<file path="src/r64d_pkg.sv">
// ----------------------------------------------------------------------------
// r64d_pkg
// Shared types and constants for the radix-64 text to bytes decoder.
// ----------------------------------------------------------------------------
package r64d_pkg;

  localparam int unsigned CAP_W = 13;

  localparam logic [CAP_W-1:0] MAX_CAPACITY   = 13'd4096;
  localparam logic [CAP_W-1:0] CAPACITY_RESET = 13'd4096;

  localparam logic [7:0] CHAR_NUL  = 8'h00;
  localparam logic [7:0] CHAR_HASH = 8'h23;
  localparam logic [7:0] CHAR_ZERO = 8'h30;
  localparam logic [7:0] CHAR_LAST = 8'h6f;   // '0' + 63
  localparam logic [7:0] CHAR_NINE = 8'h38;   // '8', the largest tail count
  localparam logic [3:0] DATA_BITS = 4'd6;

  localparam logic OP_CHAR = 1'b0;
  localparam logic OP_END  = 1'b1;

  typedef enum logic [2:0] {
    PH_MAIN,
    PH_COUNT,
    PH_VALUE,
    PH_DONE,
    PH_FAIL
  } phase_t;

  typedef struct packed {
    logic       op;
    logic [7:0] char_code;
    logic [7:0] prior_byte;
  } item_t;

  typedef struct packed {
    logic       is_status;
    logic [7:0] data_byte;
    logic       success;
    logic       last;
  } result_t;

  typedef struct packed {
    phase_t           phase;
    logic [6:0]       acc;
    logic [2:0]       held;
    logic [3:0]       tail_width;
    logic [CAP_W-1:0] produced;
  } dec_state_t;

  // results of one step, up to two
  typedef struct packed {
    logic [1:0] count;
    result_t    first;
    result_t    second;
  } step_out_t;

endpackage

</file>
<file path="src/r64d_step.sv">
// ----------------------------------------------------------------------------
// r64d_step
// Decode step for one registered item: next decoder state and its results.
// ----------------------------------------------------------------------------
module r64d_step (
  input  r64d_pkg::dec_state_t      st,
  input  r64d_pkg::item_t           item,
  input  logic [r64d_pkg::CAP_W-1:0] capacity,
  output r64d_pkg::dec_state_t      st_next,
  output r64d_pkg::step_out_t       res
);

  logic [r64d_pkg::CAP_W-1:0] cap;
  logic [7:0]  val;
  logic        is_data;
  logic        is_count;
  logic        tail_fits;
  logic [3:0]  add_count;
  logic [14:0] merged_bits;
  logic [4:0]  new_held;
  logic [4:0]  round_up;
  logic [r64d_pkg::CAP_W:0] need;
  logic        add_ok;
  logic        add_emit;
  logic        do_add;
  logic [7:0]  mask;
  logic        end_bad;
  logic        leftover;
  logic        end_room;
  r64d_pkg::phase_t phase_next;

  assign cap = (capacity > r64d_pkg::MAX_CAPACITY) ? r64d_pkg::MAX_CAPACITY : capacity;
  assign val = item.char_code - r64d_pkg::CHAR_ZERO;

  assign is_data  = (item.char_code >= r64d_pkg::CHAR_ZERO) &&
                    (item.char_code <= r64d_pkg::CHAR_LAST);
  assign is_count = (item.char_code >= r64d_pkg::CHAR_ZERO) &&
                    (item.char_code <= r64d_pkg::CHAR_NINE);
  assign tail_fits = (item.char_code >= r64d_pkg::CHAR_ZERO) &&
                     ((val >> st.tail_width) == 8'd0);

  assign add_count   = (st.phase == r64d_pkg::PH_VALUE) ? st.tail_width : r64d_pkg::DATA_BITS;
  assign merged_bits = {8'd0, st.acc} | ({7'd0, val} << st.held);
  assign new_held    = {2'd0, st.held} + {1'b0, add_count};
  assign round_up    = new_held + 5'd7;
  assign need        = {1'b0, st.produced} + {{(r64d_pkg::CAP_W-1){1'b0}}, round_up[4:3]};
  assign add_ok      = need <= {1'b0, cap};
  assign add_emit    = new_held[4:3] != 2'd0;

  // a character that adds bits and passes its own checks
  assign do_add = (item.op == r64d_pkg::OP_CHAR) &&
                  (((st.phase == r64d_pkg::PH_MAIN) && is_data) ||
                   ((st.phase == r64d_pkg::PH_VALUE) && tail_fits));

  assign mask     = (8'd1 << st.held) - 8'd1;
  assign end_bad  = (st.phase == r64d_pkg::PH_FAIL) || (st.phase == r64d_pkg::PH_COUNT) ||
                    (st.phase == r64d_pkg::PH_VALUE);
  assign leftover = st.held != 3'd0;
  assign end_room = st.produced < cap;

  // next phase
  always_comb begin
    phase_next = st.phase;
    if (item.op == r64d_pkg::OP_END) begin
      phase_next = r64d_pkg::PH_MAIN;
    end else begin
      unique case (st.phase) inside
        r64d_pkg::PH_MAIN: begin
          if (item.char_code == r64d_pkg::CHAR_NUL) begin
            phase_next = r64d_pkg::PH_DONE;
          end else if (item.char_code == r64d_pkg::CHAR_HASH) begin
            phase_next = r64d_pkg::PH_COUNT;
          end else if (!is_data || !add_ok) begin
            phase_next = r64d_pkg::PH_FAIL;
          end
        end
        r64d_pkg::PH_COUNT: begin
          if (!is_count) begin
            phase_next = r64d_pkg::PH_FAIL;
          end else if (val == 8'd0) begin
            phase_next = r64d_pkg::PH_DONE;
          end else begin
            phase_next = r64d_pkg::PH_VALUE;
          end
        end
        r64d_pkg::PH_VALUE: begin
          phase_next = (tail_fits && add_ok) ? r64d_pkg::PH_DONE : r64d_pkg::PH_FAIL;
        end
        r64d_pkg::PH_DONE, r64d_pkg::PH_FAIL: begin
          phase_next = st.phase;
        end
        default: begin
          phase_next = r64d_pkg::PH_FAIL;
        end
      endcase
    end
  end

  // datapath and results
  always_comb begin
    st_next.phase      = phase_next;
    st_next.acc        = st.acc;
    st_next.held       = st.held;
    st_next.tail_width = st.tail_width;
    st_next.produced   = st.produced;
    res                = '0;

    if (item.op == r64d_pkg::OP_END) begin
      st_next.acc        = '0;
      st_next.held       = '0;
      st_next.tail_width = '0;
      st_next.produced   = '0;
      if (!end_bad && leftover && end_room) begin
        res.count           = 2'd2;
        res.first.data_byte = (item.prior_byte & ~mask) | ({1'b0, st.acc} & mask);
        res.second.is_status = 1'b1;
        res.second.success   = 1'b1;
        res.second.last      = 1'b1;
      end else begin
        res.count           = 2'd1;
        res.first.is_status = 1'b1;
        res.first.success   = !end_bad && !leftover;
        res.first.last      = 1'b1;
      end
    end else begin
      if ((st.phase == r64d_pkg::PH_COUNT) && is_count) begin
        st_next.tail_width = val[3:0];
      end
      if (do_add && add_ok) begin
        if (add_emit) begin
          res.count           = 2'd1;
          res.first.data_byte = merged_bits[7:0];
          st_next.acc         = merged_bits[14:8];
          st_next.held        = new_held[2:0];
          st_next.produced    = st.produced + {{(r64d_pkg::CAP_W-1){1'b0}}, 1'b1};
        end else begin
          st_next.acc  = merged_bits[6:0];
          st_next.held = new_held[2:0];
        end
      end
    end
  end

endmodule

</file>
<file path="src/r64d_outq.sv">
// ----------------------------------------------------------------------------
// r64d_outq
// Four-entry result queue taking up to two results per cycle.
// ----------------------------------------------------------------------------
module r64d_outq (
  input  logic                 clk,
  input  logic                 rst,
  input  r64d_pkg::step_out_t  push,
  output logic                 room,
  output logic                 head_valid,
  output r64d_pkg::result_t    head,
  input  logic                 pop
);

  r64d_pkg::result_t entries [4];
  logic [1:0] wp;
  logic [1:0] rp;
  logic [2:0] count;
  logic [2:0] count_next;
  logic       do_pop;

  assign head_valid = count != 3'd0;
  assign head       = entries[rp];
  assign do_pop     = pop && head_valid;
  assign room       = count <= 3'd2;
  assign count_next = count + {1'b0, push.count} - {2'd0, do_pop};

  always_ff @(posedge clk) begin
    if (rst) begin
      wp    <= '0;
      rp    <= '0;
      count <= '0;
    end else begin
      wp    <= wp + push.count;
      rp    <= rp + {1'b0, do_pop};
      count <= count_next;
    end
  end

  always_ff @(posedge clk) begin
    if (push.count != 2'd0) begin
      entries[wp] <= push.first;
    end
    if (push.count == 2'd2) begin
      entries[wp + 2'd1] <= push.second;
    end
  end

endmodule

</file>
<file path="src/radix64_text_to_bytes_decoder_unit.sv">
// ----------------------------------------------------------------------------
// radix64_text_to_bytes_decoder_unit
// Radix-64 text decoder, lsb first, alphabet from '0', with '#' tail.
// ----------------------------------------------------------------------------
//  channel | direction | beat contents
//  in      | sink      | op, char_code, prior_byte
//  out     | source    | is_status, data_byte, success, last
//  cfg     | sink      | cfg_data (destination capacity)
//
//  one character per cycle while the queue has room: input register, one decode step, result queue
//  an input beat passes the input register and the result queue before its first result beat
//  an end beat gives one or two result beats, drained by the queue
//  the step stalls while the queue holds more than two results
//  rst is synchronous; it clears state and sets capacity to 4096
module radix64_text_to_bytes_decoder_unit (
  input  logic        clk,
  input  logic        rst,
  input  logic        in_valid,
  output logic        in_ready,
  input  logic        op,
  input  logic [7:0]  char_code,
  input  logic [7:0]  prior_byte,
  output logic        out_valid,
  input  logic        out_ready,
  output logic        is_status,
  output logic [7:0]  data_byte,
  output logic        success,
  output logic        last,
  input  logic        cfg_valid,
  output logic        cfg_ready,
  input  logic [12:0] cfg_data
);

  logic [r64d_pkg::CAP_W-1:0] capacity;
  logic                 held_valid;
  r64d_pkg::item_t      held_item;
  r64d_pkg::dec_state_t st;
  r64d_pkg::dec_state_t st_next;
  r64d_pkg::step_out_t  step_res;
  r64d_pkg::step_out_t  push;
  r64d_pkg::result_t    head;
  logic                 room;
  logic                 fire;

  assign cfg_ready = 1'b1;
  assign fire      = held_valid && room;
  assign in_ready  = !held_valid || fire;

  always_ff @(posedge clk) begin
    if (rst) begin
      capacity <= r64d_pkg::CAPACITY_RESET;
    end else if (cfg_valid) begin
      capacity <= cfg_data;
    end
  end

  always_ff @(posedge clk) begin
    if (rst) begin
      held_valid <= 1'b0;
    end else if (in_valid && in_ready) begin
      held_valid <= 1'b1;
    end else if (fire) begin
      held_valid <= 1'b0;
    end
  end

  always_ff @(posedge clk) begin
    if (in_valid && in_ready) begin
      held_item <= '{op: op, char_code: char_code, prior_byte: prior_byte};
    end
  end

  always_ff @(posedge clk) begin
    if (rst) begin
      st <= '{phase: r64d_pkg::PH_MAIN, acc: '0, held: '0, tail_width: '0, produced: '0};
    end else if (fire) begin
      st <= st_next;
    end
  end

  r64d_step u_step (
    .st       (st),
    .item     (held_item),
    .capacity (capacity),
    .st_next  (st_next),
    .res      (step_res)
  );

  // nothing goes into the queue unless the step fires
  always_comb begin
    push = step_res;
    if (!fire) begin
      push.count = 2'd0;
    end
  end

  r64d_outq u_outq (
    .clk        (clk),
    .rst        (rst),
    .push       (push),
    .room       (room),
    .head_valid (out_valid),
    .head       (head),
    .pop        (out_ready)
  );

  assign is_status = head.is_status;
  assign data_byte = head.data_byte;
  assign success   = head.success;
  assign last      = head.last;

endmodule

</file>
<file path="config.mk">
export PLATFORM = sky130hd
export DESIGN_NAME = radix64_text_to_bytes_decoder_unit
export DESIGN_NICKNAME = d
export VERILOG_FILES = /design/src/r64d_pkg.sv /design/src/r64d_step.sv /design/src/r64d_outq.sv /design/src/radix64_text_to_bytes_decoder_unit.sv
export SDC_FILE = /design/constraint.sdc
export NUM_CORES = 1
export LEC_CHECK = 0
export BUFFER_PORTS_ARGS = -buffer_cell sky130_fd_sc_hd__buf_2
export CORE_UTILIZATION = 30
export DETAILED_ROUTE_END_ITERATION = 6
export GPL_TIMING_DRIVEN = 1
export HOLD_SLACK_MARGIN = 0.02
export SLEW_MARGIN = 25
export SYNTH_ARGS = -nofsm -noshare
export SYNTH_HDL_FRONTEND = slang
export SYNTH_SLANG_ARGS = --single-unit
</file>
<file path="constraint.sdc">
create_clock -name clk -period 15.6 [get_ports clk]
set_clock_uncertainty 0.2 [all_clocks]
set_input_delay 3.12 -clock clk [delete_from_list [all_inputs] [get_ports clk]]
set_output_delay 3.12 -clock clk [all_outputs]
set_load 0.02 [all_outputs]
</file>
== Word level (Yosys, flattened, before mapping) ==
Memories as Yosys holds them, arrays and structs flattened. A register that Yosys moved wholly into a read port is not among the register bits.
Cells that the tools add are included.

* $add $sub $neg: 11
* $lt $le $gt $ge: 7
* Equality and inequality tests: 8
* Shift-type cells: 3
* Mux-type cells: 39
* Bitwise logic cells: 6
* Reductions and logical operators: 42

{| class="wikitable"
|+ Operators by type and width
! cell !! count
|-
| two-way mux 13 bit || 3
|-
| two-way mux 8 bit || 4
|-
| two-way mux 27 bit || 1
|-
| zero test 8 bit || 3
|-
| two-way mux 3 bit || 7
|-
| two-way mux 10 bit || 2
|-
| two-way mux 2 bit || 8
|-
| logical AND 1 bit || 15
|-
| OR 7 x 15 -> 15 bit || 1
|-
| << shifter 8 x 3 -> 15 bit || 1
|-
| adder 13 x 2 -> 14 bit || 1
|-
| less-or-equal comparator 14 x 13 -> 1 bit || 1
|-
| adder 13 x 1 -> 13 bit, second input constant || 1
|-
| greater-than comparator 13 bit, second input constant || 1
|-
| < comparator 13 bit || 1
|-
| one-hot mux 3 bit (4 select lines) || 1
|-
| nonzero test 2 bit || 6
|-
| two-way mux 1 bit || 11
|-
| bitwise AND 7 x 8 -> 8 bit || 1
|-
| bitwise AND 8 bit || 1
|-
| equality test 8 x 6 -> 1 bit, second input constant || 1
|-
| >= comparator 8 x 6 -> 1 bit, second input constant || 1
|-
| less-or-equal comparator 8 x 6 -> 1 bit, second input constant || 1
|-
| less-or-equal comparator 8 x 7 -> 1 bit, second input constant || 1
|-
| other kinds (29) || 42
|}

* Flip-flop bits (word level): 68
* Memory bits (writable): 44
* Bits of input ports: 35
* Word-level logic and storage cells: 130
* Memories: 1

{| class="wikitable"
|+ Memory list
! name !! depth !! width !! read ports !! clocked after Yosys merged registers in !! wr ports !! line !! RTL
|-
| u_outq.entries || 4 || 11 || 1 || 1 || 2 || r64d_outq.sv:15 || <nowiki>r64d_pkg::result_t entries [4];</nowiki>
|}

== Logic depth before layout (Yosys ltp) ==
* Depth after elaboration: 14
* Depth in mapped cells: 30
* Mapped depth without buffers: 27

== Hierarchy ==
From an unflattened synthesis, not the netlist that was laid out.

* Cells, all modules: 804
* Area total of the unflattened synthesis: 8091.5 sq um

{| class="wikitable"
|+ By module, submodules not included
! module !! instances !! cells an instance !! area an instance (sq um) !! seq. area each (sq um)
|-
| r64d_step || 1 || 445 || 2926.6 || 0.0
|-
| r64d_outq || 1 || 153 || 2680.1 || 1461.4
|-
| radix64_text_to_bytes_decoder_unit || 1 || 206 || 2484.9 || 1391.3
|}

== Worst setup path after synthesis ==
No wires, ideal clock.

* Kind: flip-flop to flip-flop
* From: register st[29] (netlist name)
* To: register u_outq.count[1]
* Arrival: 5803 ps
* Setup slack: 9469 ps
* Stages on the path, launching flop included: 28
* Buffers on the path: 3
* Cell sequence: dfxtp_1 clkbuf_1 nand2b_1 or3_1 fa_1 nor2_1 mux2_2 a21oi_1 a21oi_1 a21oi_1 ha_1 a21oi_1 nor2_1 nand3_1 xnor2_1 ha_1 a21o_1 a21oi_1 o21ai_0 o31ai_1 and2_1 a31oi_1 buf_2 buf_2 nor3_1 ha_1 fa_1 nor2b_1

* Word-level cells in the longest chain between the ends: 12

{| class="wikitable"
|+ Ends and longest elaborated chain
! item !! line !! RTL
|-
| equality test 3 x 2 -> 1 bit || r64d_step.sv:42, r64d_step.sv:53, r64d_step.sv:57 ||
|-
| two-way mux 4 bit || r64d_step.sv:42 || <nowiki>assign add_count = (st.phase == r64d_pkg::PH_VALUE) ? st.tail_width : r64d_pkg::DATA_BITS;</nowiki>
|-
| adder 3 x 4 -> 5 bit || r64d_step.sv:44 || <nowiki>assign new_held = {2'd0, st.held} + {1'b0, add_count};</nowiki>
|-
| adder 5 x 3 -> 5 bit || r64d_step.sv:45 || <nowiki>assign round_up = new_held + 5'd7;</nowiki>
|-
| adder 13 x 2 -> 14 bit || r64d_step.sv:46 || <nowiki>assign need = {1'b0, st.produced} + {{(r64d_pkg::CAP_W-1){1'b0}}, round_up[4:3]};</nowiki>
|-
| less-or-equal comparator 14 x 13 -> 1 bit || r64d_step.sv:47 || <nowiki>assign add_ok = need <= {1'b0, cap};</nowiki>
|-
| logical AND 1 bit || r64d_step.sv:129 || <nowiki>if (do_add && add_ok) begin</nowiki>
|-
| two-way mux 2 bit || r64d_step.sv:129 ||
|-
| two-way mux 2 bit (*) || r64d_step.sv:108 || <nowiki>if (item.op == r64d_pkg::OP_END) begin</nowiki>
|-
| two-way mux 2 bit (*) || radix64_text_to_bytes_decoder_unit.sv:92 || <nowiki>if (!fire) begin</nowiki>
|-
| adder 3 x 2 -> 3 bit (*) || r64d_outq.sv:26 || <nowiki>assign count_next = count + {1'b0, push.count} - {2'd0, do_pop};</nowiki>
|-
| subtractor 3 x 1 -> 3 bit (*) || r64d_outq.sv:26 ||
|-
| via u_outq.count_next[1] || r64d_outq.sv:19 || <nowiki>logic [2:0] count_next;</nowiki>
|-
| to (signal assigned) || r64d_outq.sv:36 || <nowiki>count <= count_next;</nowiki>
|-
| to (decl) || r64d_outq.sv:18 || <nowiki>logic [2:0] count;</nowiki>
|}

The timed path passes the listed nets; every way through them passes the cells marked *.
A chain may end at the register's enable or synchronous reset.

==> out/metrics.sh <==
CTS-BUFFERS-INSERTED=9
SEQ_AREA_FRAC_SYNTH_PCT=35.0
INITIALDRTVIOLATIONCOUNT=382
GRT-OVFL-TOTAL=0
DETAILEDPLACEMENTHPWL_MM=12.2
GRT_SETUP_UNREPAIRED='no'
POST-SYNTH-TOP-AREA-CELL='dfxtp_1'
CRITICAL_PATH_CLASS='reg2reg'
SYNTH_AREA_MM2=0.00681
TRITONCTS='done'
WORST_SETUP_PATH_START_KIND='register'
PERIOD_MINUS_SLACK_NS=7.40
FIRST_PASS_ITERS=7
SETUP_VIOLATIONS=0
WORSTPATHCELLLIST='nand2b_1 -> or3_1 -> fa_1 -> nor2_1 -> mux2_2 -> a21oi_1 -> a21oi_1 -> a21oi_1 -> ha_1 -> a21oi_1 -> nor2_1 -> nand3_1 -> xnor2_1 -> ha_1 -> a21o_1 -> a21oi_1 -> o21ai_0 -> o31ai_1 -> nand2_1 -> o31ai_4 -> buf_4 -> nand2_1 -> mux2_1'
WORST_SETUP_PATH_ENDPOINT='u_outq.entries[3][2]$_SDFFE_PP0P_'
WORSTPATHMAXFANOUT=32
DRTANTENNAVIOLNETS=0
NETS=866
LAYOUT-DRIVE-GT1-SHARE_PCT=13.4
STATUS='complete, but fails checks'
POST_DP_CELL_AREA_MM2=0.00723
NUMBER_OF_GLOBAL_ROUTE_VIAS_BEFORE_REPAIR=5408
AREA.GROWTH.SYNTH_TO_FINAL_PCT=10.5
HOLD_VIOL_FINAL=0
SYN_INST=776
POWER.LEAKAGE_nW=2.82
EDFF_COUNT_SYNTH=24
CRIT_REQUIRED_NS=15.65
CRITPATHMAXSTAGEDELAY_NS=0.66
REG2REG_DEPTH=23
POSTLAYOUTCOREUTIL_PCT=34.2
DETAIL_ROUTE.VIAS_PER_CELL=5.26
ANTENNA_FOUND_INITIAL=0
ROWS=54
R2R_SLACK_NS=8.20
SYNTHDOMINANTCELLAREASHARE_PCT=24.4
GP_ROUTABILITY_CONGESTION=0.839
CLKSINKCOUNT=107
DIE_H_UM=153
MIN_PATH_TYPE='reg2reg'
PLACEABLECOREAREA_MM2=0.0220
CLOCK_TREE.ROOT_CELL='clkbuf_16'
YS.WARNINGS.COUNT=0
NETS_IN_THE_SYNTHESIZED_NETLIST=854
TIMING.SLEW.HEADROOM_PCT=28.5
DIE-WIDTH_UM=153
YS_TYPES=72
CTS-HOLD-FIX-BUFFERS=0
VDD_DROP_MAX_mV=0.0501
CTS_SETUP_BUFFERS=0
POST_SYNTH.CELL_AREA_AVG_UM2=8.78
NUMBER_OF_DIODES=0
DR_TOTAL_VIAS=5646
POWERDENSITY_mW_PER_MM2=108
WORST_PATH_SLOWEST_CELL='nand2_1'
GRT_PASS1_WL_MM=28.5
FINAL_AREA_MM2=0.00753
TIMING.FINAL.CRIT_SHARE_PCT=47.4
GROUTE.USAGE.OVERALL_PCT=15.1
NUMBER_OF_LEVELS_IN_THE_CLOCK_H_TREE=3
ROUTED_WIRE_LENGTH_PER_INSTANCE_UM=15.9
TOP_LEVEL_PORTS=49
CELL_TYPES_OCCUPYING_THE_MOST_AREA_AFTER_SYNTHESIS='dfxtp_1 24%, edfxtp_1 11%, ha_1 7.3%'
CTSLONGESTPATHBUFFERS=2
DRCVIOLATIONCOUNT=1
PIN_COUNT_OF_THE_BIGGEST_NET_ENTERING_GLOBAL_ROUTING=45
TIMING.FINAL.MAX_SLEW_VIOLATIONS=0
FMAX_MHz=135
START_UTIL_PCT=30.9
PORT_BUFFERS=46
SYNTH_FF_TYPE='dfxtp_1'
SETUP.WORST_PATH.START='st[28]$_SDFFE_PP0P_'
CLOCK_TRANSITION_AT_THE_REGISTERS_OF_THE_REPORTED_PATHS_NS=0.08
WORST_SETUP_PATH_END_KIND='register'
POST_CTS_RESIZED=0
R2R-END='u_outq.entries[3][2]$_SDFFE_PP0P_'
CLK_LATENCY_NS=0.37
POSTROUTEWIRELENGTH_MM=17.0
ARRIVAL_TIME_OF_THE_WORST_SETUP_PATH_NS=7.45
FLOORPLAN.DIE_AREA_MM2=0.0233
REG2REG_FROM='st[28]$_SDFFE_PP0P_'
CPMOSTUSEDCELL='a21oi_1'
YS_FF_LATCH=107
TNS_NS=0
DRV.MAX_CAP_VIOLATION_COUNT=0
WORSTMARGINPINSLEW_NS=1.06
SYNTH_ASYNC_SR_FLOP_SHARE_PCT=0
FAILING_CHECKS='DRC'
layer usage:
layer  GRT usage [%]  part of all wire, %  up-vias
met2            23.5                   44      117
met4            3.46                  1.0        0
met1            21.2                   51     2640
li1                -                    -     2875
met5               0                    0        -
met3            3.47                  4.4       14
through the flow:
step	total power [mW]	setup WS, ns	hold WS [ns]	instances
after floorplan	0.520	9.47	0.235	776
after global placement	0.578	8.28	0.249	1057
after detailed placement	0.582	8.21	0.257	1057
after CTS	0.818	8.17	0.271	1073
after global routing	0.859	7.58	0.289	1073
final	0.811	8.20	0.267	1073
report_power, final:
| part | internal [mW] | switching (mW) | leakage [nW] |
|---|---|---|---|
| clock | 0.125 | 0.111 | 0.137 |
| sequential | 0.322 | 0.0355 | 0.906 |
| combinational | 0.0914 | 0.127 | 1.78 |
cells by family (layout without fill, tap and decap cells):
kind of cell	after synthesis	in the layout	share of synthesized area, %
compound gates	201	201	19.9
simple gates	280	280	20.5
other cells	1	1	0.0551
mux	46	46	8.75
buf+inv	77	94	4.76
fa+ha+maj	43	43	8.23
flops	107	107	35.0
xor+xnor	21	21	2.81
worst min-delay path by stage:
stage | slack (ns) | cells after the start | end | start
floorplan | 0.24 | 2 | u_outq.entries[2][2]$_SDFFE_PP0P_ | u_outq.entries[2][2]$_SDFFE_PP0P_
global placement | 0.25 | 2 | u_outq.entries[0][2]$_SDFFE_PP0P_ | u_outq.entries[0][2]$_SDFFE_PP0P_
detailed placement | 0.26 | 2 | u_outq.entries[2][2]$_SDFFE_PP0P_ | u_outq.entries[2][2]$_SDFFE_PP0P_
CTS | 0.27 | 2 | u_outq.entries[2][2]$_SDFFE_PP0P_ | u_outq.entries[2][2]$_SDFFE_PP0P_
global route | 0.29 | 2 | u_outq.entries[2][2]$_SDFFE_PP0P_ | u_outq.entries[2][2]$_SDFFE_PP0P_
finish | 0.27 | 2 | u_outq.entries[0][2]$_SDFFE_PP0P_ | u_outq.entries[0][2]$_SDFFE_PP0P_
critical path, delay by kind of cell (launching register included):
kind	cells	cell delay [ns]
mux	2	0.73
simple gates	7	2.01
flops	1	0.52
xor+xnor	1	0.13
fa+ha+maj	3	1.09
compound gates	9	2.19
buf+inv	1	0.39
state kept, by name (all words and copies together) (netlist names):
name	cells
u_outq.entries	40
capacity	13
st	30
u_outq.wp	2
held_item	16
held_valid	1
u_outq.rp	2
u_outq.count	3
synthesized netlist by cell type (3+ instances only):
cell type and instances:
nand3_1 22, or3_1 7, dfxtp_1 83, o21ai_0 42
and3_1 4, o21ai_1 4, or2_2 3, o31ai_1 10
nor2_1 55, buf_4 3, xnor2_1 16, a21o_1 7
a21oi_1 77, xor2_1 4, mux4_2 10, nor4_1 6
o41ai_4 5, edfxtp_1 24, buf_2 13, inv_1 24
nand2_1 72, mux2_2 6, a31oi_1 10, clkbuf_1 31
or4_1 7, nand2b_1 10, a211oi_1 15, fa_1 3
nor3_1 55, nand4_1 12, ha_1 40, buf_1 4
mux2i_1 28, o211ai_1 3, nor2b_1 6, and2_1 8
cell usage in the layout (no fill, tap or decap), types with 4 or more instances in the layout:
cell and instances:
a21oi_1 77, and2_1 8, dfxtp_1 83, nor2b_1 6, nand2b_1 10, a211oi_1 15, nand3_1 22, xnor2_1 16
o21ai_0 42, mux2i_1 28, nor2_1 55, a31oi_1 8, nand4_1 12, and3_1 4, ha_1 40, inv_1 24
or4_1 7, o21ai_1 4, o41ai_4 5, buf_4 7, nor3_1 55, mux4_2 10, edfxtp_1 24, nand2_1 72
o31ai_1 10, buf_2 46, or3_1 7, mux2_2 6, clkbuf_16 9, xor2_1 4, a21o_1 7, nor4_1 6
final cells by class:
cell class,instances,area [um2]
repair buffers,53,283
flip-flops and latches,107,2380
clock inverters,6,63.8
clock buffers,10,229
multi-input cells,592,4130
inverters,25,93.8
fillers,2288,14500
well taps,280,350
Power figures use the tool's default switching activity.
